[config.mk]
export PLATFORM = sky130hd
export DESIGN_NAME = lpl_tpeak
export DESIGN_NICKNAME = d
export VERILOG_FILES = /design/src/hdl/lpl_pkg.sv /design/src/hdl/lpl_tpeak.sv
export SDC_FILE = /design/constraint.sdc
export NUM_CORES = 1
export LEC_CHECK = 0
export BUFFER_PORTS_ARGS = -buffer_cell sky130_fd_sc_hd__buf_2
export CORE_MARGIN = 2
export CORE_UTILIZATION = 50
export CTS_BUF_LIST = sky130_fd_sc_hd__clkbuf_8
export DETAILED_ROUTE_END_ITERATION = 10
export PLACE_DENSITY = 0.71
export SKIP_CTS_REPAIR_TIMING = 1
export SYNTH_ARGS = -nofsm -noshare
export SYNTH_HDL_FRONTEND = slang
export SYNTH_SLANG_ARGS = --single-unit
export TNS_END_PERCENT = 1
[constraint.sdc]
create_clock -name clk -period 11.95 [get_ports clk]
set_input_delay 0.5975 -clock clk [delete_from_list [all_inputs] [get_ports clk]]
set_output_delay 0.5975 -clock clk [all_outputs]
set_load 0.02 [all_outputs]
[src/hdl/lpl_pkg.sv]
// Shared types, constants and helper functions of the lookahead peak limiter.
package lpl_pkg;

  localparam int SMP_W      = 24;
  localparam int GAIN_W     = 24;
  localparam int COEF_W     = 16;
  localparam int LEN_REG_W  = 7;
  localparam int CFG_IDX_W  = 3;
  localparam int CFG_DATA_W = 24;

  // True peak interpolation: OVS points per interval, denominator 2*OVS^3 = 2^TP_SHIFT.
  localparam int OVS      = 4;
  localparam int S_W      = 2;
  localparam int TP_SHIFT = 7;
  localparam int NUM_W    = 36;
  localparam int PEAK_W   = 26;
  localparam int QUO_W    = 23;
  localparam int DCNT_W   = 5;

  localparam logic [GAIN_W-1:0] UNITY_GAIN    = 24'd4194304;
  localparam logic [GAIN_W-1:0] RST_THRESHOLD = 24'd4194304;
  localparam logic [GAIN_W-1:0] RST_CEILING   = 24'd4194304;
  localparam logic [COEF_W-1:0] RST_ATTACK    = 16'd0;
  localparam logic [COEF_W-1:0] RST_RELEASE   = 16'd65000;
  localparam logic [LEN_REG_W-1:0] RST_LEN    = 7'd64;

  typedef enum logic [CFG_IDX_W-1:0] {
    CFG_THRESHOLD = 3'd0,
    CFG_CEILING   = 3'd1,
    CFG_ATTACK    = 3'd2,
    CFG_RELEASE   = 3'd3,
    CFG_LOOKAHEAD = 3'd4,
    CFG_STEREO    = 3'd5
  } cfg_idx_t;

  typedef enum logic [3:0] {
    S_CLEAR, S_IDLE, S_SCAN, S_DRAIN, S_TPGO, S_TP,
    S_DIVGO, S_DIV, S_SM1, S_SM2, S_MUL, S_DONE
  } ctl_state_t;

  typedef enum logic [1:0] {
    TAG_PEAK, TAG_DL, TAG_Y2, TAG_Y3
  } rd_tag_t;

  typedef struct packed {
    logic wr_en;
    logic acc_clr;
    logic acc_en;
  } lane_ctl_t;

  function automatic logic [SMP_W-1:0] mag24(input logic signed [SMP_W-1:0] x);
    logic [SMP_W-1:0] m;
    m = x[SMP_W-1] ? SMP_W'(-x) : SMP_W'(x);
    return m;
  endfunction

  // Round a sample*gain product back to Q1.23 and saturate.
  function automatic logic signed [SMP_W-1:0] gain_sat(input logic signed [48:0] p);
    logic signed [48:0] q;
    q = (p + 49'sd2097152) >>> 22;
    if (q > 49'sd8388607) return 24'sh7fffff;
    if (q < -49'sd8388608) return 24'sh800000;
    return q[SMP_W-1:0];
  endfunction

endpackage

[src/hdl/lpl_tpeak.sv]
// Iterative Catmull-Rom true peak: one interpolation point per cycle.
module lpl_tpeak (
  input  logic                               clk,
  input  logic                               rst_n,
  input  logic                               start,
  input  logic signed [23:0]                 y0,
  input  logic signed [23:0]                 y1,
  input  logic signed [23:0]                 y2,
  input  logic signed [23:0]                 y3,
  output logic                               done,
  output logic [lpl_pkg::PEAK_W-1:0]         peak
);

  localparam int NW = lpl_pkg::NUM_W;

  logic signed [24:0] a_r;
  logic signed [27:0] b_r;
  logic signed [26:0] c_r;
  logic signed [23:0] y1_r;
  logic [lpl_pkg::S_W-1:0]    s_r;
  logic                       busy_r;
  logic                       done_r;
  logic [lpl_pkg::PEAK_W-1:0] best_r;

  logic [6:0]          w1, w2, w3;
  logic signed [7:0]   w1_s, w2_s, w3_s;
  logic signed [NW-1:0] num;
  logic [NW-1:0]       num_abs;
  logic [lpl_pkg::PEAK_W-1:0] m;

  always_comb begin
    w1   = 7'(s_r * lpl_pkg::OVS * lpl_pkg::OVS);
    w2   = 7'(s_r * s_r * lpl_pkg::OVS);
    w3   = 7'(s_r * s_r * s_r);
    w1_s = {1'b0, w1};
    w2_s = {1'b0, w2};
    w3_s = {1'b0, w3};
    num  = (NW'(y1_r) <<< lpl_pkg::TP_SHIFT) + NW'(a_r) * NW'(w1_s)
         + NW'(b_r) * NW'(w2_s) + NW'(c_r) * NW'(w3_s);
    num_abs = num[NW-1] ? NW'(-num) : NW'(num);
    m = lpl_pkg::PEAK_W'(num_abs >> lpl_pkg::TP_SHIFT);
  end

  always_ff @(posedge clk) begin
    if (start) begin
      a_r  <= 25'(y2) - 25'(y0);
      b_r  <= (28'(y0) <<< 1) - 28'(y1) * 28'sd5 + (28'(y2) <<< 2) - 28'(y3);
      c_r  <= 27'(y1) * 27'sd3 - 27'(y0) - 27'(y2) * 27'sd3 + 27'(y3);
      y1_r <= y1;
    end
  end

  always_ff @(posedge clk) begin
    if (!rst_n) begin
      busy_r <= 1'b0;
      done_r <= 1'b0;
      s_r    <= '0;
      best_r <= '0;
    end else begin
      done_r <= busy_r && (32'(s_r) == lpl_pkg::OVS - 1);
      if (start) begin
        busy_r <= 1'b1;
        s_r    <= '0;
        best_r <= '0;
      end else if (busy_r) begin
        if (m > best_r) begin
          best_r <= m;
        end
        s_r <= s_r + 1'b1;
        if (32'(s_r) == lpl_pkg::OVS - 1) begin
          busy_r <= 1'b0;
        end
      end
    end
  end

  assign done = done_r;
  assign peak = best_r;

endmodule

Word level (Yosys, flattened, before mapping)
Index checks and enable logic that the tools add are counted.
{"block": "word_totals", "in_bits": 99, "reg_bits": 134, "word_cells": 39}
{"block": "op_classes", "mul": 9, "n_addsub": 12, "eq_ne": 1, "magnitude_cmp": 1, "n_bitwise": 1, "n_reduce_logical": 3, "n_mux": 4}
{"op": "24-bit by 3-bit multiplier with 27-bit output, second input constant", "n": 2}
{"op": "33-bit by 35-bit adder with 36-bit output", "n": 1}
{"op": "36-bit by 34-bit adder with 36-bit output", "n": 1}
{"op": "27-bit by 7-bit multiplier with 34-bit output", "n": 1}
{"op": "31-bit by 32-bit adder with 33-bit output", "n": 1}
{"op": "28-bit by 5-bit multiplier with 33-bit output", "n": 1}
{"op": "33-bit 2-to-1 mux", "n": 1}
{"op": "33-bit negation", "n": 1}
{"op": "28-bit by 26-bit adder with 28-bit output", "n": 1}
{"op": "24-bit by 4-bit multiplier with 28-bit output, second input constant", "n": 1}
{"op": "25-bit by 3-bit multiplier with 28-bit output", "n": 1}
{"op": "25-bit by 28-bit subtractor with 28-bit output", "n": 1}
{"op": "28-bit by 24-bit subtractor with 28-bit output", "n": 1}
{"op": "27-bit by 24-bit adder with 27-bit output", "n": 1}
{"op": "27-bit by 24-bit subtractor with 27-bit output", "n": 1}
{"op": "27-bit subtractor", "n": 1}
{"op": "26-bit greater-than comparator", "n": 1}
{"op": "24-bit by 24-bit subtractor with 25-bit output", "n": 1}
{"op": "2-bit by 2-bit multiplier with 4-bit output", "n": 2}
{"op": "4-bit by 2-bit multiplier with 6-bit output", "n": 1}
{"op": "1-bit 2-to-1 mux", "n": 3}
{"op": "2-bit by 1-bit adder with 2-bit output, second input constant", "n": 1}
{"op": "2-bit equality test, second input constant", "n": 1}
{"op": "2-bit AND reduction", "n": 1}
{"op": "3 further kinds", "n": 3}

Longest topological paths before layout
{"block": "logic_depth", "ltp_word": 8, "depth_mapped": 54, "ltp_nobuf": 47}

Least setup slack after synthesis
No wires, ideal clock.
{"block": "synth_timing", "path_type": "reg2reg", "from": "register s_r[0] in the netlist's numbering", "to": "register best_r (netlist bit peak[15])", "setup_time_ns": 0.106, "arrival_ns": 10.724, "t_required_ns": 11.844, "stages_incl_launch_ff": 52, "slack_ns": 1.120, "path_cell_list": "dfxtp_1 -> clkbuf_1 -> clkbuf_1 -> and2_1 -> ha_1 -> ha_1 -> fa_1 -> a21o_1 -> a21oi_1 -> nor2b_1 -> o211ai_1 -> a21oi_1 -> o21bai_1 -> inv_1 -> a21oi_1 -> o21bai_1 -> a21oi_1 -> xor2_1 -> [16 not listed] -> xor2_1 -> nor4_2 -> clkbuf_1 -> buf_1 -> nor3_1 -> xnor2_1 -> ha_1 -> nand4_1 -> nor2_1 -> nand4_1 -> a211o_1 -> a31oi_1 -> o21a_1 -> clkbuf_1 -> clkbuf_1 -> nand2_1 -> nand4b_1 -> o311ai_0"}
{"block": "synth_via", "elab_chain_len": 8}
{"element": "start, declared", "line": "lpl_tpeak.sv:20", "text": "logic [lpl_pkg::S_W-1:0] s_r;"}
{"element": "start signal, assigned", "line": "lpl_tpeak.sv:69", "text": "s_r <= s_r + 1'b1;"}
{"element": "25-bit by 3-bit multiplier with 28-bit output or 2-bit by 2-bit multiplier with 4-bit output (tied branches)", "line": "lpl_tpeak.sv:38, lpl_tpeak.sv:33, lpl_tpeak.sv:34"}
{"element": "31-bit by 32-bit adder with 33-bit output (tied with other cells)", "line": "lpl_tpeak.sv:38", "text": "num = (NW'(y1_r) <<< lpl_pkg::TP_SHIFT) + NW'(a_r) * NW'(w1_s)"}
{"element": "33-bit by 35-bit adder with 36-bit output or 27-bit by 7-bit multiplier with 34-bit output (tied branches)", "line": "lpl_tpeak.sv:39", "text": "+ NW'(b_r) * NW'(w2_s) + NW'(c_r) * NW'(w3_s);"}
{"element": "36-bit by 34-bit adder with 36-bit output (*)", "line": "lpl_tpeak.sv:39"}
{"element": "33-bit negation", "line": "lpl_tpeak.sv:40", "text": "num_abs = num[NW-1] ? NW'(-num) : NW'(num);"}
{"element": "33-bit 2-to-1 mux (*)", "line": "lpl_tpeak.sv:40"}
{"element": "via num_abs[24]", "line": "lpl_tpeak.sv:28", "text": "logic [NW-1:0] num_abs;"}
{"element": "26-bit greater-than comparator (*)", "line": "lpl_tpeak.sv:66", "text": "if (m > best_r) begin"}
{"element": "2-bit AND reduction (no source line) (*)"}
{"element": "end signal, assigned", "line": "lpl_tpeak.sv:67", "text": "best_r <= m;"}
{"element": "end, declared", "line": "lpl_tpeak.sv:23", "text": "logic [lpl_pkg::PEAK_W-1:0] best_r;"}
The timed path passes the listed nets; every way through them passes the cells marked *.
A chain may end at the register's enable or synchronous reset.

Final worst setup path
{"block": "layout_timing", "from": "register a_r[1]", "to": "register best_r (netlist bit peak[4])"}
{"block": "layout_via", "elab_chain_len": 8}
{"element": "start, declared", "line": "lpl_tpeak.sv:16", "text": "logic signed [24:0] a_r;"}
{"element": "start signal, assigned", "line": "lpl_tpeak.sv:46", "text": "a_r <= 25'(y2) - 25'(y0);"}
{"element": "25-bit by 3-bit multiplier with 28-bit output (*)", "line": "lpl_tpeak.sv:38"}
{"element": "31-bit by 32-bit adder with 33-bit output (*)", "line": "lpl_tpeak.sv:38"}
{"element": "33-bit by 35-bit adder with 36-bit output (*)", "line": "lpl_tpeak.sv:39"}
{"element": "36-bit by 34-bit adder with 36-bit output (*)", "line": "lpl_tpeak.sv:39"}
{"element": "33-bit negation", "line": "lpl_tpeak.sv:40"}
{"element": "33-bit 2-to-1 mux (*)", "line": "lpl_tpeak.sv:40"}
{"element": "via num_abs[32]", "line": "lpl_tpeak.sv:28"}
{"element": "26-bit greater-than comparator (*)", "line": "lpl_tpeak.sv:66"}
{"element": "2-bit AND reduction (no source line) (*)"}
Marks and branches as above.

==> results.sh <==
export IMPL_status="complete, no violations"
export IMPL_num_vias=21065
export IMPL_drt_iter0_markers=1164
export IMPL_grt_setup_unrepaired="true"
export IMPL_hold_class="in2reg"
export IMPL_core_area_um2=56400
export IMPL_fillers=5222
export IMPL_antenna_found_initial=1
export IMPL_syn_inst=3134
export IMPL_gp_congestion=0.880
export IMPL_endpoint_kind="flop"
export IMPL_synth_most_common_cell="inv_1"
export IMPL_timing_fmax_mhz=88.9
export IMPL_required_ns=12.33
export IMPL_htree_levels=4
export IMPL_grt_pass1_vias=21529
export IMPL_slew_limit_headroom=0.342
export IMPL_finalSetupViolCount=0
export IMPL_cts_tree="built"
export IMPL_worst_path_stages=44
export IMPL_insertion_delay_ns=0.51
export IMPL_synth_top_area_cell="fa_1"
export IMPL_drive_above_1_share=0.0706
export IMPL_drv_slew=0
export IMPL_crit_slowest_cell="fa_1"
export IMPL_yosysSeqAreaShare=0.130
export IMPL_overflow=0
export IMPL_tightest_slew_ns=0.974
export IMPL_synth_cell_area_um2=28600
export IMPL_worst_slack_ns=0.701
export IMPL_skew_ns=0.0226
export IMPL_die_area_um2=59000
export IMPL_hold_viol_final=0
export IMPL_async_reset_ff_frac=0
export IMPL_critPathMaxFanout=15
export IMPL_fin_crit_sh=0.941
export IMPL_rows=87
export IMPL_power_leakage_nw=15.7
export IMPL_final_instance_count_excl_fill=4013
export IMPL_clock_sinks=134
export IMPL_grt_max_degree=64
export IMPL_die_y_um=243
export IMPL_crit_family="adder cells"
export IMPL_critPathMaxStageDelay_ns=0.51
export IMPL_synth_commonest_cells="inv_1 (735), ha_1 (421), fa_1 (400)"
export IMPL_cp_start_kind="flop"
export IMPL_io_pins=126
export IMPL_place_inst=3975
export IMPL_routed_wl_um=61700
export IMPL_critical_path_class="reg2reg"
export IMPL_synth_avg_cell_area_um2=9.11
export IMPL_regToRegSetupSlack_ns=0.70
export IMPL_hpwl_um=53600
export IMPL_yosys_top_cells_area="fa_1 (28%), ha_1 (18%), edfxtp_1 (11%), inv_1 (9.7%), and2_1 (4.7%)"
export IMPL_syn_nets=4054
export IMPL_start_util=0.506
export IMPL_nNetsFinal=4163
export IMPL_hp_start="rst_n"
export IMPL_first_pass_iters=6
export IMPL_synth_seq_cells=134
export IMPL_clockRootBuffer="clkbuf_8"
export IMPL_synth_edf_count=104
export IMPL_vias_per_cell=5.25
export IMPL_worstPathArrival_ns=11.63
export IMPL_worst_path_most_repeated_cell="fa_1"
export IMPL_synth_distinct_cells=79
export IMPL_vdd_drop_max_v=0.000124
export IMPL_die_w_um=243
export IMPL_drcViolationCount=0
export IMPL_ys_flop_type="edfxtp_1"
export IMPL_drt_wirelength_per_cell_um=15.4
export IMPL_grt_pass1_wl_um=105000
export IMPL_grt_total_usage=0.218
export IMPL_cts_buffers=17
export IMPL_synth_top_cell_area_share=0.280
export IMPL_cp_buffers_inverters=6
export IMPL_p_per_area_nw_per_um2=188
export IMPL_io_buffers=125
export IMPL_hold_depth=2
export IMPL_ys_warnings_count=0
export IMPL_drv_cap=0
export IMPL_r2r_start="a_r[1]"
export IMPL_reg2reg_to="peak[4]"
export IMPL_drtAntennaViolNets=0
export IMPL_min_to="busy_r"
export IMPL_r2r_cells=44
export IMPL_min_period_ns=11.25
export IMPL_cts_clk_slew_worst_paths_ns=0.10
export IMPL_final_util=0.543
export IMPL_place_ws_ns=0.501
export IMPL_clock_path_buffers=2
export IMPL_synthToLayoutAreaGrowth_pct=7.24
area by class of cell:
cell class                 instances  area, um^2  area share
antenna                            1        2.50   0.0000817
sequential                       134        3720       0.122
tap                              756         946      0.0309
clock inverter                    15         204     0.00666
timing repair buffer             156         872      0.0285
inverter                         735        2760      0.0901
multi-input combinational       2199       21900       0.714
clock buffer                      17         234     0.00764
sequential cells by signal (all words and copies together) (netlist names):
name and flops:
b_r 28, c_r 27, peak 26, a_r 25
y1_r 24, s_r 2, busy_r 1, done 1
kinds of logic (layout without fill, tap and decap cells):
kind of cell	count (synthesis)	in the layout	synth area share
xor+xnor	146	146	0.0448
flops	134	134	0.130
buf+inv	801	923	0.106
compound gates	443	443	0.103
mux	2	2	0.000701
simple gates	787	787	0.150
other cells	0	1	0
fa+ha+maj	821	821	0.465
layout by cell type, fill, tap and decap left out, types with 29 or more instances in the layout:
cell,Yosys,final
inv_1,735,737
ha_1,421,420
edfxtp_1,104,104
and3_1,49,49
buf_2,7,124
nor3_1,54,54
xnor2_1,108,108
nand2_1,134,134
buf_4,0,29
o21ai_0,67,66
dfxtp_1,30,29
a21oi_1,121,120
xor2_1,38,38
nand3_1,69,69
and2_1,215,215
fa_1,400,400
nor2_1,114,114
a21o_1,45,45
metal layers:
layer	global-route usage	up-vias	routed length [um]
met1	0.314	10220	30400
met3	0.0222	47	2180
met5	0	-	0
met2	0.357	413	28400
li1	-	10385	-
met4	0.0422	0	648
how the worst max path moves through the flow:
stage	startpoint	to	slack, ns
after floorplan	s_r[0]	peak[15]	1.12
after global placement	a_r[1]	peak[4]	0.73
after detailed placement	a_r[1]	peak[16]	0.50
after CTS	a_r[1]	peak[16]	0.51
after global routing	a_r[1]	peak[4]	-0.04
final	a_r[1]	peak[4]	0.70
stage by stage:
step                      power (mW)  cell area (um^2)  hold WS (ns)  TNS, ns
after global routing            6.39             30600         0.315  -0.0703
after CTS                       5.71             30500         0.279        0
after floorplan                 4.12             28600         0.506        0
after global placement          5.18             30100         0.490        0
after detailed placement        5.25             30100         0.499        0
final                           5.76             30600         0.323        0
where the power goes:
| part | total [mW] | internal, mW | switching [mW] | leakage (nW) |
|---|---|---|---|---|
| Clock | 0.440 | 0.229 | 0.211 | 0.220 |
| Sequential | 0.961 | 0.794 | 0.167 | 1.26 |
| Combinational | 4.36 | 1.82 | 2.53 | 14.2 |
| Total | 5.76 | 2.85 | 2.91 | 15.7 |
No activity file was read; power rests on OpenSTA's default activity.
