===== config.mk =====
export PLATFORM = sky130hd
export DESIGN_NAME = lpl_div
export DESIGN_NICKNAME = d
export VERILOG_FILES = /design/src/hdl/lpl_pkg.sv /design/src/hdl/lpl_div.sv
export SDC_FILE = /design/constraint.sdc
export NUM_CORES = 1
export LEC_CHECK = 0
export BUFFER_PORTS_ARGS = -buffer_cell sky130_fd_sc_hd__buf_2
export CORE_ASPECT_RATIO = 0.5
export CORE_MARGIN = 2
export CORE_UTILIZATION = 57
export DETAILED_ROUTE_END_ITERATION = 8
export PLACE_DENSITY = 0.87
export SYNTH_ARGS = -nofsm -noshare
export SYNTH_HDL_FRONTEND = slang
export SYNTH_SLANG_ARGS = --single-unit

===== constraint.sdc =====
create_clock -name clk -period 3.95 [get_ports clk]
set_input_delay 0.5925 -clock clk [delete_from_list [all_inputs] [get_ports clk]]
set_output_delay 0.5925 -clock clk [all_outputs]
set_load 0.01 [all_outputs]

===== src/hdl/lpl_pkg.sv =====
// Shared types, constants and helper functions of the lookahead peak limiter.
package lpl_pkg;

  localparam int SMP_W      = 24;
  localparam int GAIN_W     = 24;
  localparam int COEF_W     = 16;
  localparam int LEN_REG_W  = 7;
  localparam int CFG_IDX_W  = 3;
  localparam int CFG_DATA_W = 24;

  // True peak interpolation: OVS points per interval, denominator 2*OVS^3 = 2^TP_SHIFT.
  localparam int OVS      = 4;
  localparam int S_W      = 2;
  localparam int TP_SHIFT = 7;
  localparam int NUM_W    = 36;
  localparam int PEAK_W   = 26;
  localparam int QUO_W    = 23;
  localparam int DCNT_W   = 5;

  localparam logic [GAIN_W-1:0] UNITY_GAIN    = 24'd4194304;
  localparam logic [GAIN_W-1:0] RST_THRESHOLD = 24'd4194304;
  localparam logic [GAIN_W-1:0] RST_CEILING   = 24'd4194304;
  localparam logic [COEF_W-1:0] RST_ATTACK    = 16'd0;
  localparam logic [COEF_W-1:0] RST_RELEASE   = 16'd65000;
  localparam logic [LEN_REG_W-1:0] RST_LEN    = 7'd64;

  typedef enum logic [CFG_IDX_W-1:0] {
    CFG_THRESHOLD = 3'd0,
    CFG_CEILING   = 3'd1,
    CFG_ATTACK    = 3'd2,
    CFG_RELEASE   = 3'd3,
    CFG_LOOKAHEAD = 3'd4,
    CFG_STEREO    = 3'd5
  } cfg_idx_t;

  typedef enum logic [3:0] {
    S_CLEAR, S_IDLE, S_SCAN, S_DRAIN, S_TPGO, S_TP,
    S_DIVGO, S_DIV, S_SM1, S_SM2, S_MUL, S_DONE
  } ctl_state_t;

  typedef enum logic [1:0] {
    TAG_PEAK, TAG_DL, TAG_Y2, TAG_Y3
  } rd_tag_t;

  typedef struct packed {
    logic wr_en;
    logic acc_clr;
    logic acc_en;
  } lane_ctl_t;

  function automatic logic [SMP_W-1:0] mag24(input logic signed [SMP_W-1:0] x);
    logic [SMP_W-1:0] m;
    m = x[SMP_W-1] ? SMP_W'(-x) : SMP_W'(x);
    return m;
  endfunction

  // Round a sample*gain product back to Q1.23 and saturate.
  function automatic logic signed [SMP_W-1:0] gain_sat(input logic signed [48:0] p);
    logic signed [48:0] q;
    q = (p + 49'sd2097152) >>> 22;
    if (q > 49'sd8388607) return 24'sh7fffff;
    if (q < -49'sd8388608) return 24'sh800000;
    return q[SMP_W-1:0];
  endfunction

endpackage


===== src/hdl/lpl_div.sv =====
// Restoring divider for the target gain: threshold * 2^23 / peak, one bit per cycle.
module lpl_div (
  input  logic                               clk,
  input  logic                               rst_n,
  input  logic                               start,
  input  logic [23:0]                        thr,
  input  logic [lpl_pkg::PEAK_W-1:0]         divisor,
  output logic                               done,
  output logic [lpl_pkg::QUO_W-1:0]          quo
);

  localparam int PW = lpl_pkg::PEAK_W;

  logic [PW-1:0]                 rem_r;
  logic [PW-1:0]                 div_r;
  logic [lpl_pkg::QUO_W-1:0]     quo_r;
  logic [lpl_pkg::DCNT_W-1:0]    cnt_r;
  logic                          busy_r;
  logic                          done_r;
  logic [PW+1:0]                 trial;

  // The threshold is already below the divisor, so it seeds the remainder directly.
  assign trial = {1'b0, rem_r, 1'b0} - {2'b0, div_r};

  always_ff @(posedge clk) begin
    if (!rst_n) begin
      busy_r <= 1'b0;
      done_r <= 1'b0;
      cnt_r  <= '0;
    end else begin
      done_r <= 1'b0;
      if (start) begin
        busy_r <= 1'b1;
        cnt_r  <= '0;
      end else if (busy_r) begin
        cnt_r <= cnt_r + 1'b1;
        if (32'(cnt_r) == lpl_pkg::QUO_W - 1) begin
          busy_r <= 1'b0;
          done_r <= 1'b1;
        end
      end
    end
  end

  always_ff @(posedge clk) begin
    if (start) begin
      rem_r <= PW'(thr);
      div_r <= divisor;
      quo_r <= '0;
    end else if (busy_r) begin
      if (!trial[PW+1]) begin
        rem_r <= trial[PW-1:0];
        quo_r <= {quo_r[lpl_pkg::QUO_W-2:0], 1'b1};
      end else begin
        rem_r <= {rem_r[PW-2:0], 1'b0};
        quo_r <= {quo_r[lpl_pkg::QUO_W-2:0], 1'b0};
      end
    end
  end

  assign done = done_r;
  assign quo  = quo_r;

endmodule


Word-level counts from Yosys, hierarchy flattened:

Index checks and enable logic that the tools add are counted.

* word-level logic and storage cells: 23
* input port bits: 53
* output and inout port bits: 24
* bits in registers: 82

* add/sub/neg operators: 2
* muxes and demuxes: 8
* equality and inequality tests: 1
* reductions and logical operators: 3
* bitwise logic cells: 2

Operators with widths (count)
* two-way mux 24 bit: 2
* subtractor 27 x 26 -> 28 bit: 1
* two-way mux 26 bit: 1
* adder 5 x 1 -> 5 bit (second input constant): 1
* equality test 5 bit (second input constant): 1
* two-way mux 1 bit: 5
* OR reduction 3 bit: 1
* inverter 1 bit: 2
* nonzero test 2 bit: 1
* OR reduction 2 bit: 1

Depth between registers and ports, before layout:

Gate-level depths: netlist (run 1).

* depth in word-level cells: 4
* gate-level depth with buffers: 13
* depth with buffers taken out: 10

Worst setup path before layout (run 1):

Ideal clock, no wire load.

* path kind: reg2reg
* from: reg div_r[0]
* to: reg rem_r[22] (data pin)
* data arrival time: 2.305 ns
* library setup time: 0.266 ns
* slack: 1.379 ns
* cell stages (with the launch flop): 10
* period minus slack after synthesis: 2.571 ns
* cell sequence: edfxtp_1 > fa_1 > nor2b_1 > o31a_1 > o22ai_1 > o31a_1 > o21ai_0 > a31oi_1 > nor4b_1 > nor3_1

* longest elaborated chain between the ends: 4

RTL lines
* start: declaration: RTL line lpl_div.sv:15 `logic [PW-1:0] div_r;`
* start signal: assignment: RTL line lpl_div.sv:48 `div_r <= divisor;`
* subtractor 27 x 26 -> 28 bit: RTL line lpl_div.sv:23 `assign trial = {1'b0, rem_r, 1'b0} - {2'b0, div_r};`
* two-way mux 26 bit: RTL line lpl_div.sv:51 `if (!trial[PW+1]) begin`
* two-way mux 24 bit: RTL line lpl_div.sv:50 `end else if (busy_r) begin`
* two-way mux 24 bit: RTL line lpl_div.sv:46 `if (start) begin`
* end signal: assignment: RTL line lpl_div.sv:47 `rem_r <= PW'(thr);`
* end signal: assignment: RTL line lpl_div.sv:52 `rem_r <= trial[PW-1:0];`
* end signal: assignment: RTL line lpl_div.sv:55 `rem_r <= {rem_r[PW-2:0], 1'b0};`
* end: declaration: RTL line lpl_div.sv:14 `logic [PW-1:0] rem_r;`

Every way passes these cells. The select of a mux whose other input is x is not followed.
A chain may end at the register's enable or synchronous reset.

Final worst setup path (run 1):

* from: reg rem_r[5]
* to: reg rem_r[18] (data pin)

* longest elaborated chain between the ends: 4

RTL lines (RTL line)
* subtractor 27 x 26 -> 28 bit: lpl_div.sv:23
* two-way mux 26 bit: lpl_div.sv:51
* two-way mux 24 bit: lpl_div.sv:50
* two-way mux 24 bit: lpl_div.sv:46

Every way passes these cells. The select of a mux whose other input is x is not followed.

==> impl_results.md, run 1 <==
* Postcts setup bufs at 0
* Status: finished, final reports clean
* Clk pin slew, worst setup/hold paths at approximately 70 ps
* Tmin final at approximately 3300 ps
* Vias in the first global route at between 3000 and 4000
* CP required at a little over 4000 ps
* Crit path DAT at roughly 3400 ps
* Final wirelength at 9890 um
* Syn Std Cell Area at ~4600 um^2
* Slowest library cell on the worst path: a2111oi_0
* Number of flops mapped to enable cells by yosys at 50
* Pwr dens at approximately 530 nW/um^2
* Worst slew margin at between 20% and 30%
* Synth Area per Inst at just under 10 um^2
* Total track usage at 24.2%
* CP max FO at 19
* Share of cells above drive strength 1 at 18.9%
* Initial antenna violation count at 0
* Post_cts resized at 0
* First-pass GRT wire length at between 15000 and 20000 um
* Vias/cell at approximately 5.7
* I/O Buffers at between 70 and 80
* RSZ-0062 raised after global routing: false
* Static Leak at between 2 and 2.5 nW
* Hold path depth at 1
* Die height at around 67 um
* Startpoint types: register
* GPL Wtd Cong at 0.933
* Cells on worst reg2reg path at 8
* Hold WS at 415 ps
* # hold bufs at CTS at 0
* Setup TNS at 0 ps
* F_max at 0.307 GHz
* Skew final at 10.2 ps
* Initial DRC Count at around 340
* Synthesized Nets at 549
* Setup crit end kind: register
* Drc violations at 0
* Post-synth ARST share at 0%
* Final setup vio count at 0
* Yosys top cell area share at between 30 and 40%
* Wire per inst at 15.2 um
* Hold Crit Class: in -> reg
* Via count at ~3700
* Area contributors post-synth: edfxtp_1 (33%), dfxtp_1 (14%), ha_1 (7.4%)
* CP Cell Sequence: ha_1 -> a2111oi_0 -> a21bo_1 -> o211ai_2 -> o22ai_2 -> o21a_1 -> nor2_1 -> a221o_1
* Final #Nets at a little over 600
* Root buffer cell: clkbuf_16
* H-tree levels at 3
* Die area at 8770 um^2
* Core box area at 7540 um^2
* Detail Placement HPWL at roughly 6900 um
* Category of the most critical setup path: reg -> reg
* Largest net degree at the start of global routing at around 70
* Io pins at 77
* Reg area at approximately 2100 um^2
* Total of max-cap violations at 0
* Die Wd at between 100 and 150 um
* Worst hold start: divisor[25]
* CTS tree: built
* Post-route ant nets at 0
* Yosys reg bits at 82
* Synth cell types at 53
* CTS Buf Count at 9
* Initial core utilization at about three fifths
* Crit-path max cell delay at approximately 620 ps
* VDD IR max at about 290 uV
* DRT Pass-1 Iters at 5
* Fin util at ~70%
* Tcrit/Tclk final at ~80%
* Sink Count at 82
* Seq/Total Area, Yosys at approximately 47%
* Pwr Total at between 0.002 and 0.003 W
* Total gr overflow at 0
* Ys flop type: edfxtp_1
* Antenna cells at 0
* Area Growth Syn to Fin at 16.7%
* Cell count after synthesis at 468
* Clk_lat worst skew at about 350 ps
* Clock Path Buffers at 2
* Rows at 22
* R2R Path Start: rem_r[5]$_DFFE_PP_
* Critical Path Source: rem_r[5]$_DFFE_PP_
* Worst slew pin tran at around 1200 ps
* Final Slew Violations at 0
* Area leader, netlist: edfxtp_1
* Final Hold Violating Endpoints at 0
* Multi-input gate area at ~2200 um^2
* Synth warn at 0
* Number of fill cells at 601
routing by layer:
layer	wire, um	global-route usage [%]
met1	4450	31.7
met5	0	0
met3	813	8.40
met4	164	8.91
met2	4460	37.9
flip-flops by register name, indices dropped and copies added (netlist names):
name,flops
quo,23
cnt_r,5
rem_r,26
div_r,26
busy_r,1
done,1
synthesized netlist by cell type, types with 5 or more instances:
master	n
nor2_1	54
edfxtp_1	50
nand2_1	44
inv_1	35
a21oi_1	32
dfxtp_1	32
ha_1	27
mux2i_1	26
o21ai_0	19
clkbuf_1	14
xnor2_1	13
a31oi_1	12
xor2_1	10
a21o_1	8
nor3_1	7
nand3_1	6
nand4_1	6
a211oi_1	5
and3_1	5
nor2b_1	5
o21a_1	5
cell usage in the layout, fill, tap and decap left out, types with 4 or more instances in the layout:
cell / instances
a211oi_1: 5
a21o_1: 8
a21oi_1: 32
a2bb2oi_1: 4
a31oi_1: 12
and3_1: 5
buf_2: 76
buf_4: 7
clkbuf_16: 9
dfxtp_1: 32
edfxtp_1: 50
ha_1: 27
inv_1: 35
mux2i_1: 26
nand2_1: 44
nand3_1: 6
nand4_1: 6
nor2_1: 54
nor2b_1: 5
nor3_1: 7
o211ai_1: 4
o21a_1: 5
o21ai_0: 18
o21bai_1: 4
xnor2_1: 13
xor2_1: 10
worst max-delay path: cells and delay by family (launching register included):
kind | cells | cell delay [ps]
and+or+nand+nor | 1 | 130
AOI/OAI and AO/OA | 6 | 2100
DFF | 1 | 400
adders and majority gates | 1 | 380
through the flow:
stage	cell area [um^2]	setup slack, ps	instances
final	5320	692	653
after floorplan	4560	1380	468
after CTS	5320	721	653
after global routing	5320	418	653
after detailed placement	5030	740	637
after global placement	5030	910	637
cells by family (layout without fill, tap and decap cells):
group / count (synthesis) / count (layout) / share of synthesized area [%]
AND/OR/NAND/NOR: 137 / 137 / 13.3
buffers and inverters: 57 / 134 / 5.00
XOR/XNOR: 23 / 23 / 4.42
AO/OA/AOI/OAI: 114 / 114 / 16.5
multiplexers: 27 / 27 / 5.96
adder cells (fa/ha/maj): 28 / 28 / 7.85
flip-flops: 82 / 82 / 47.0
power by group:
| group | leakage (nW) | switching (W) | internal (W) | total (W) |
|---|---|---|---|---|
| clock network | 0.145 | 0.000380 | 0.000443 | 0.000823 |
| logic | 1.46 | 0.000557 | 0.000400 | 0.000957 |
| registers | 0.753 | 0.0000477 | 0.00102 | 0.00106 |
| total | 2.36 | 0.000985 | 0.00186 | 0.00284 |
layout make-up:
| class | count | share of cell area, % |
|---|---|---|
| well taps | 108 | 2.54 |
| clock inverters | 7 | 1.20 |
| flip-flops and latches | 82 | 40.3 |
| repair buffers | 83 | 8.14 |
| inverters | 35 | 2.47 |
| clock buffers | 9 | 4.24 |
| multi-input cells | 329 | 41.1 |
path summary, 6_finish.rpt:
check                                            end  slack (ps)
worst max-delay path             rem_r[18]$_DFFE_PP_         690
worst min-delay path             div_r[25]$_DFFE_PP_         420
worst max register to register   rem_r[18]$_DFFE_PP_         690
worst min register to register  quo[22]$_SDFFE_PP0P_         500
Power figures use the tool's default switching activity.
==> run 2: changes to the inputs <==
--- a/config.mk
+++ b/config.mk
@@ -5,12 +5,13 @@
 export SDC_FILE = /design/constraint.sdc
 export NUM_CORES = 1
 export LEC_CHECK = 0
+export ABC_AREA = 1
 export BUFFER_PORTS_ARGS = -buffer_cell sky130_fd_sc_hd__buf_2
 export CORE_ASPECT_RATIO = 0.5
 export CORE_MARGIN = 2
 export CORE_UTILIZATION = 57
 export DETAILED_ROUTE_END_ITERATION = 8
-export PLACE_DENSITY = 0.87
+export PLACE_DENSITY = 0.86
 export SYNTH_ARGS = -nofsm -noshare
 export SYNTH_HDL_FRONTEND = slang
 export SYNTH_SLANG_ARGS = --single-unit
==> constraint.sdc (replaced) <==
create_clock -name clk -period 3.4 [get_ports clk]
set_input_delay 0.51 -clock clk [delete_from_list [all_inputs] [get_ports clk]]
set_output_delay 0.51 -clock clk [all_outputs]
set_load 0.01 [all_outputs]
==> impl_results.md, run 2 <==
* Clk pin slew, worst setup/hold paths at 70 ps (about the same)
* Slowest library cell on the worst path: edfxtp_1 (was a2111oi_0)
* Initial antenna violation count at 0 (unchanged)
* Synthesized Nets at 749 (was 549)
* Setup TNS at 0 ps (unchanged)
* Number of flops mapped to enable cells by yosys at 50 (unchanged)
* Core box area at 8650 um^2 (was 7540 um^2)
* Sink Count at 82 (unchanged)
* Largest net degree at the start of global routing at 64 (was 71)
* VDD IR max at 416 uV (was 292 uV)
* Static Leak at 2.91 nW (was 2.36 nW)
* Area contributors post-synth: edfxtp_1 (30%), nand2_1 (14%), dfxtp_1 (13%) (was edfxtp_1 (33%), dfxtp_1 (14%), ha_1 (7.4%))
* Hold path endpoint: div_r[1]$_DFFE_PP_ (was div_r[25]$_DFFE_PP_)
* Die Wd at 137 um (was 130 um)
* Most frequent cells in the layout: nand2_1 (190), inv_1 (136), buf_2 (76) (was buf_2 (76), nor2_1 (54), edfxtp_1 (50))
* Cell count after synthesis at 668 (was 468)
* Post_cts resized at 0 (unchanged)
* DRT Pass-1 Iters at 5 (unchanged)
* Wire per inst at 13.9 um (was 15.2 um)
* R2r endpoint: rem_r[10]$_DFFE_PP_ (was rem_r[18]$_DFFE_PP_)
* H-tree levels at 3 (unchanged)
* Top-count cell post-synth: nand2_1 (was nor2_1)
* Synth Area per Inst at 7.57 um^2 (was 9.73 um^2)
* CP dominant cell by count: nand2_1
* Initial DRC Count at 309 (was 341)
* Vias/cell at 5.18 (was 5.67)
* Clock Path Buffers at 2 (unchanged)
* CP max FO at 49 (was 19)
* Die area at 9690 um^2 (was 8770 um^2)
* Total track usage at 26.5% (was 24.2%)
* Antenna cells at 0 (unchanged)
* Ys flop type: edfxtp_1 (unchanged)
* Die height at 70.6 um (was 67.2 um)
* Number of fill cells at 740 (was 601)
* Skew final at 8.42 ps (was 10.2 ps)
* Crit-path max cell delay at 390 ps (was 620 ps)
* CP Cell Sequence: ha_1 -> nand2_2 -> inv_2 -> nand2_1 -> nand2_1 -> nand2_1 -> nand2_2 -> a21oi_4 -> nand2_4 -> or2_0 -> nand3_1 -> nand2_1 (was ha_1 -> a2111oi_0 -> a21bo_1 -> o211ai_2 -> o22ai_2 -> o21a_1 -> nor2_1 -> a221o_1)
* Root buffer cell: clkbuf_16 (unchanged)
* R2R Path Start: rem_r[12]$_DFFE_PP_ (was rem_r[5]$_DFFE_PP_)
* Buf+Inv Stages, Crit Path at 1 (was 0)
* Reg2Reg Setup Slack at 740 ps (was 690 ps)
* GPL Wtd Cong at 0.957 (was 0.933)
* Category of the most critical setup path: reg -> reg (unchanged)
* Setup crit end kind: register (unchanged)
* Vias in the first global route at 4302 (was 3471)
* Final setup margin at 741 ps (was 692 ps)
* Hold path depth at 1 (unchanged)
* Syn Std Cell Area at 5060 um^2 (was 4560 um^2)
* Drc violations at 0 (unchanged)
* Final #Nets at 823 (was 621)
* Tcrit/Tclk final at 78.2% (was 82.5%)
* Detail Placement HPWL at 8900 um (was 6880 um)
* CTS Buf Count at 9 (unchanged)
* # hold bufs at CTS at 0 (unchanged)
* Crit path DAT at 2770 ps (was 3350 ps)
* Pwr dens at 597 nW/um^2 (was 535 nW/um^2)
* DP Worst Slack at 842 ps (was 740 ps)
* Area leader, netlist: edfxtp_1 (unchanged)
* First-pass GRT wire length at 20000 um (was 16100 um)
* Total of max-cap violations at 0 (unchanged)
* I/O Buffers at 76 (unchanged)
* Cells on worst reg2reg path at 12 (was 8)
* Final setup vio count at 0 (unchanged)
* Crit path max-delay family: simple AND/OR/NAND/NOR gates (was compound AO/OA/AOI/OAI gates)
* F_max at 0.376 GHz (was 0.307 GHz)
* Status: finished, final reports clean (unchanged)
* Top post-synthesis cells by count: nand2_1 (190), inv_1 (136), edfxtp_1 (50), nor2_1 (38), o21ai_0 (36) (was nor2_1 (54), edfxtp_1 (50), nand2_1 (44), inv_1 (35))
* Synth cell types at 39 (was 53)
* Io pins at 77 (unchanged)
* Area Growth Syn to Fin at 14.8% (was 16.7%)
* Worst path depth at 12 (was 8)
* Startpoint types: register (unchanged)
* Seq/Total Area, Yosys at 42.4% (was 47.0%)
* Worst hold start: divisor[1] (was divisor[25])
* Worst slew pin tran at 1140 ps (was 1150 ps)
* Fin util at 67.1% (was 70.5%)
* Leading cell type in the layout, fill and taps excluded: nand2_1 (was buf_2)
* Via count at 4479 (was 3703)
* Share of cells above drive strength 1 at 15.7% (was 18.9%)
* Postcts setup bufs at 0 (unchanged)
* RSZ-0062 raised after global routing: false (unchanged)
* Post-synth ARST share at 0% (unchanged)
* Initial core utilization at 58.5% (was 60.4%)
* Yosys reg bits at 82 (unchanged)
* Hold Crit Class: in -> reg (unchanged)
* Post-route ant nets at 0 (unchanged)
* Clk_lat worst skew at 360 ps (was 350 ps)
* Synth warn at 0 (unchanged)
* Tmin final at 2660 ps (was 3260 ps)
* CTS tree: built (unchanged)
* Final wirelength at 12000 um (was 9890 um)
* Worst slew margin at 24.0% (was 22.9%)
* Total gr overflow at 0 (unchanged)
* Final Hold Violating Endpoints at 0 (unchanged)
* Yosys top cell area share at 29.7% (was 33.0%)
* Final Slew Violations at 0 (unchanged)
* Rows at 24 (was 22)
* CP required at 3510 ps (was 4050 ps)
==> run 2: changes by cell type in the layout (fill, tap and decap cells not counted), moves of 7 or more <==
cell	previous run	this run
mux2i_1	26	0
a31oi_1	12	0
xor2_1	10	1
inv_1	35	136
nand2_1	44	190
o21ai_1	1	8
a21oi_1	32	25
nand3_1	6	28
a21o_1	8	0
nand3_2	0	7
nor2_1	54	38
o22ai_1	1	20
o21ai_0	18	36
==> run 2: worst max path at each step <==
| stage | from | to | slack [ps] |
|---|---|---|---|
| after floorplan | busy_r$_SDFF_PN0_ | rem_r[0]$_DFFE_PP_ | 1330 |
| after global placement | rem_r[12]$_DFFE_PP_ | rem_r[12]$_DFFE_PP_ | 880 |
| after detailed placement | rem_r[12]$_DFFE_PP_ | rem_r[10]$_DFFE_PP_ | 840 |
| after CTS | rem_r[12]$_DFFE_PP_ | rem_r[10]$_DFFE_PP_ | 800 |
| after global routing | rem_r[12]$_DFFE_PP_ | rem_r[22]$_DFFE_PP_ | 550 |
| final | rem_r[12]$_DFFE_PP_ | rem_r[10]$_DFFE_PP_ | 740 |
==> run 2: worst register-to-register path, delay by kind of cell (launching register included) <==
kind | cells | cell delay (ps)
buffers and inverters | 1 | 50
DFF | 1 | 390
AOI/OAI and AO/OA | 1 | 190
adders and majority gates | 1 | 390
and+or+nand+nor | 9 | 1410
==> run 2: cell families (layout without fill, tap and decap cells) <==
group,after synthesis,after routing,share of synthesized area (%)
adder cells (fa/ha/maj),28,28,7.08
AO/OA/AOI/OAI,99,99,11.3
XOR/XNOR,12,12,2.08
flip-flops,82,82,42.4
buffers and inverters,153,232,12.2
AND/OR/NAND/NOR,294,294,25.0
==> run 2: where the power goes <==
| part | leakage, nW | internal (W) | switching [W] | total [W] |
|---|---|---|---|---|
| Clock | 0.151 | 0.000526 | 0.000478 | 0.00100 |
| Combinational | 2.00 | 0.000430 | 0.000802 | 0.00123 |
| Sequential | 0.758 | 0.00118 | 0.0000554 | 0.00123 |
==> run 2: layout make-up <==
cell class / instances / area [um^2] / area share, %
clock buffer: 9 / 225 / 3.88
inverter: 138 / 518 / 8.92
timing repair buffer: 78 / 395 / 6.81
multi-input combinational: 433 / 2300 / 39.6
tap: 117 / 146 / 2.52
clock inverter: 7 / 78.8 / 1.36
sequential: 82 / 2140 / 36.9
==> run 2: per-layer routing <==
metal | up-vias | track usage, % | share of wire [%]
met5 | - | 0 | 0
li1 | 2279 | - | -
met3 | 21 | 8.03 | 8.1
met1 | 2026 | 37.6 | 48
met2 | 153 | 39.9 | 42
met4 | 0 | 7.10 | 1.3
==> run 2: metrics by stage <==
step	power [W]	area (um^2)	std cells	hold WS [ps]
after floorplan	0.00222	5060	668	447
after global placement	0.00242	5500	848	468
after detailed placement	0.00246	5500	848	475
after CTS	0.00346	5810	864	321
after global routing	0.00368	5810	864	319
final	0.00347	5810	864	324
==> run 3: changes to the inputs <==
--- a/config.mk
+++ b/config.mk
@@ -9,9 +9,9 @@
 export BUFFER_PORTS_ARGS = -buffer_cell sky130_fd_sc_hd__buf_2
 export CORE_ASPECT_RATIO = 0.5
 export CORE_MARGIN = 2
-export CORE_UTILIZATION = 57
+export CORE_UTILIZATION = 52
 export DETAILED_ROUTE_END_ITERATION = 8
-export PLACE_DENSITY = 0.86
+export PLACE_DENSITY = 0.83
 export SYNTH_ARGS = -nofsm -noshare
 export SYNTH_HDL_FRONTEND = slang
 export SYNTH_SLANG_ARGS = --single-unit
==> constraint.sdc (replaced) <==
create_clock -name clk -period 2.3 [get_ports clk]
set_input_delay 0.345 -clock clk [delete_from_list [all_inputs] [get_ports clk]]
set_output_delay 0.345 -clock clk [all_outputs]
set_load 0.01 [all_outputs]
==> impl_results.md, run 3 (synthesized netlist as in run 2, its figures left out) <==
* Antenna cells at 0 (unchanged)
* Worst hold start: divisor[19] (was divisor[1])
* Die Wd at 143 um (was 137 um)
* R2r endpoint: rem_r[17]$_DFFE_PP_ (was rem_r[10]$_DFFE_PP_)
* P_sw at 0.00208 W (was 0.00134 W)
* Sw Share at 37.2% (was 38.5%)
* CP max FO at 15 (was 49)
* Tcrit/Tclk final at 98.5% (was 78.2%)
* Crit-path max cell delay at 440 ps (was 390 ps)
* Share of cells above drive strength 1 at 23.4% (was 15.7%)
* Finished Cell Area at 6370 um^2 (was 5810 um^2)
* Internal at 0.00352 W (was 0.00213 W)
* Final wirelength at 13000 um (was 12000 um)
* VDD IR max at 381 uV (was 416 uV)
* Detail Placement HPWL at 9340 um (was 8900 um)
* Worst slew margin at 55.6% (was 24.0%)
* Post-route ant nets at 0 (unchanged)
* Wire per inst at 14.0 um (was 13.9 um)
* Reg2Reg Setup Slack at 30 ps (was 740 ps)
* Grt met3 use at 7.04% (was 8.03%)
* CTS Buf Count at 9 (unchanged)
* Final #Nets at 865 (was 823)
* DRT Pass-1 Iters at 5 (unchanged)
* Via count at 4718 (was 4479)
* Initial DRC Count at 322 (was 309)
* Area Growth Syn to Fin at 26.0% (was 14.8%)
* CP Cell Sequence: ha_4 -> nand2_1 -> nand2_2 -> a21oi_4 -> nand2_2 -> a21oi_4 -> nand2_4 -> buf_12 -> o21ai_0 -> inv_1 -> nand2_1 -> nand2_1 (was ha_1 -> nand2_2 -> inv_2 -> nand2_1 -> nand2_1 -> nand2_1 -> nand2_2 -> a21oi_4 -> nand2_4 -> or2_0 -> nand3_1 -> nand2_1)
* Io pins at 77 (unchanged)
* Root buffer cell: clkbuf_16 (unchanged)
* Buf+Inv Stages, Crit Path at 2 (was 1)
* Cells on worst reg2reg path at 12 (unchanged)
* Final setup vio count at 0 (unchanged)
* Hold WS at 167 ps (was 324 ps)
* Final setup margin at 33.6 ps (was 741 ps)
* DP Worst Slack at 7.82 ps (was 842 ps)
* Rows at 25 (was 24)
* Die area at 10600 um^2 (was 9690 um^2)
* Slowest library cell on the worst path: edfxtp_1 (unchanged)
* GRT busiest layer: met2 (unchanged)
* Register share of total power at 33.1% (was 35.5%)
* Placed Cells at 899 (was 848)
* Clk pwr share at 25.2% (was 29.0%)
* Tmin final at 2270 ps (was 2660 ps)
* Final Slew Violations at 0 (unchanged)
* DP Area at 5800 um^2 (was 5500 um^2)
* Drc violations at 0 (unchanged)
* F_max at 0.441 GHz (was 0.376 GHz)
* Final Hold Violating Endpoints at 0 (unchanged)
* Initial core utilization at 53.5% (was 58.5%)
* Setup TNS at 0 ps (unchanged)
* Non-Filler Instances at 924 (was 864)
* CP required at 2400 ps (was 3510 ps)
* R2R Path Start: rem_r[15]$_DFFE_PP_ (was rem_r[12]$_DFFE_PP_)
* Category of the most critical setup path: reg -> reg (unchanged)
* Crit path max-delay family: compound AO/OA/AOI/OAI gates (was simple AND/OR/NAND/NOR gates)
* Total of max-cap violations at 0 (unchanged)
* GPL Wtd Cong at 1.02 (was 0.957)
* Status: finished, final reports clean (unchanged)
* # hold bufs at CTS at 0 (unchanged)
* Worst slew pin tran at 665 ps (was 1140 ps)
* Total track usage at 25.0% (was 26.5%)
* Crit path DAT at 2370 ps (was 2770 ps)
* H-tree levels at 3 (unchanged)
* Hold path depth at 1 (unchanged)
* Core box area at 9450 um^2 (was 8650 um^2)
* Met1 usage at 34.3% (was 37.6%)
* CP dominant cell by count: nand2_1 (unchanged)
* Clock Path Buffers at 2 (unchanged)
* First-pass GRT wire length at 20400 um (was 20000 um)
* Hold path endpoint: div_r[19]$_DFFE_PP_ (was div_r[1]$_DFFE_PP_)
* Die height at 73.7 um (was 70.6 um)
* Startpoint types: register (unchanged)
* I/O Buffers at 76 (unchanged)
* Leading cell type in the layout, fill and taps excluded: nand2_1 (unchanged)
* Skew final at 7.90 ps (was 8.42 ps)
* Largest net degree at the start of global routing at 46 (was 64)
* Grt met2 use at 39.6% (was 39.9%)
* Sink Count at 82 (unchanged)
* Static Leak at 3.11 nW (was 2.91 nW)
* Total gr overflow at 0 (unchanged)
* Pwr dens at 879 nW/um^2 (was 597 nW/um^2)
* Vias/cell at 5.11 (was 5.18)
* Clk pin slew, worst setup/hold paths at 70 ps (about the same)
* Combinational share of power at 41.7% (was 35.5%)
* Clk_lat worst skew at 350 ps (was 360 ps)
* Setup crit end kind: register (unchanged)
* Hold Crit Class: in -> reg (unchanged)
* CTS tree: built (unchanged)
* Initial antenna violation count at 0 (unchanged)
* Vias in the first global route at 4411 (was 4302)
* Most frequent cells in the layout: nand2_1 (185), inv_1 (133), buf_2 (76) (was nand2_1 (190), inv_1 (136), buf_2 (76))
* Number of fill cells at 776 (was 740)
[run 3: cell types whose count changed in the layout (fill, tap and decap cells not counted), sizes merged]
cell	before	now
buf	78	120
clkinv	2	1
clkinvlp	0	1
[run 3: worst max path at each step]
| stage | startpoint | to | slack [ps] | cells after the start |
|---|---|---|---|---|
| 2_1_floorplan | busy_r$_SDFF_PN0_ | rem_r[0]$_DFFE_PP_ | 230 | 4 |
| 3_3_place_gp | rem_r[21]$_DFFE_PP_ | rem_r[12]$_DFFE_PP_ | 70 | 11 |
| 3_5_place_dp | rem_r[21]$_DFFE_PP_ | rem_r[10]$_DFFE_PP_ | 8 | 11 |
| 4_1_cts | rem_r[15]$_DFFE_PP_ | rem_r[17]$_DFFE_PP_ | 1 | 12 |
| 5_1_grt | rem_r[5]$_DFFE_PP_ | rem_r[19]$_DFFE_PP_ | -40 | 14 |
| 6_report | rem_r[15]$_DFFE_PP_ | rem_r[17]$_DFFE_PP_ | 30 | 12 |
[run 3: worst reg2reg max path, delay by kind of cell, from the launching register on]
family	cells	cell delay, ps
AO/OA/AOI/OAI	3	580
adder cells (fa/ha/maj)	1	280
buffers and inverters	2	240
flip-flops	1	440
AND/OR/NAND/NOR	6	470
[run 3: layout make-up]
cell class | instances | area [um^2] | area share [%]
Tap cell | 135 | 169 | 2.65
Clock buffer | 9 | 225 | 3.54
Inverter | 138 | 518 | 8.13
Timing Repair Buffer | 120 | 736 | 11.5
Multi-Input combinational cell | 433 | 2520 | 39.6
Clock inverter | 7 | 58.8 | 0.923
Sequential cell | 82 | 2140 | 33.6
[run 3: routing by layer]
metal / part of all wire, % / wire length (um)
met4: 0.82 / 106
met2: 44 / 5750
met1: 46 / 5990
met5: 0 / 0
met3: 8.7 / 1120
[run 3: through the flow]
stage | total power, W | utilization (%)
after floorplan | 0.00328 | -
after global placement | 0.00387 | 61.4
after detailed placement | 0.00392 | 61.4
after CTS | 0.00537 | 64.7
after global routing | 0.00595 | 67.4
final | 0.00560 | 67.4
[run 3: power groups by stage]
| stage | clock network [W] | logic (W) | registers, W |
|---|---|---|---|
| 6_report | 0.00141 | 0.00234 | 0.00185 |
| 5_1_grt | 0.00149 | 0.00259 | 0.00187 |
| 4_1_cts | 0.00143 | 0.00211 | 0.00183 |
| 3_5_place_dp | 0 | 0.00207 | 0.00185 |
| 3_3_place_gp | 0 | 0.00202 | 0.00185 |
| 2_1_floorplan | 0 | 0.00145 | 0.00182 |
[run 3: timing repair]
item                                    in CTS  in global routing
endpoints found under the setup margin       3                 20
hold endpoints to repair                     0                  0
setup buffers                                0                  9
resized for setup                            3                 26
pin swaps                                    0                  3
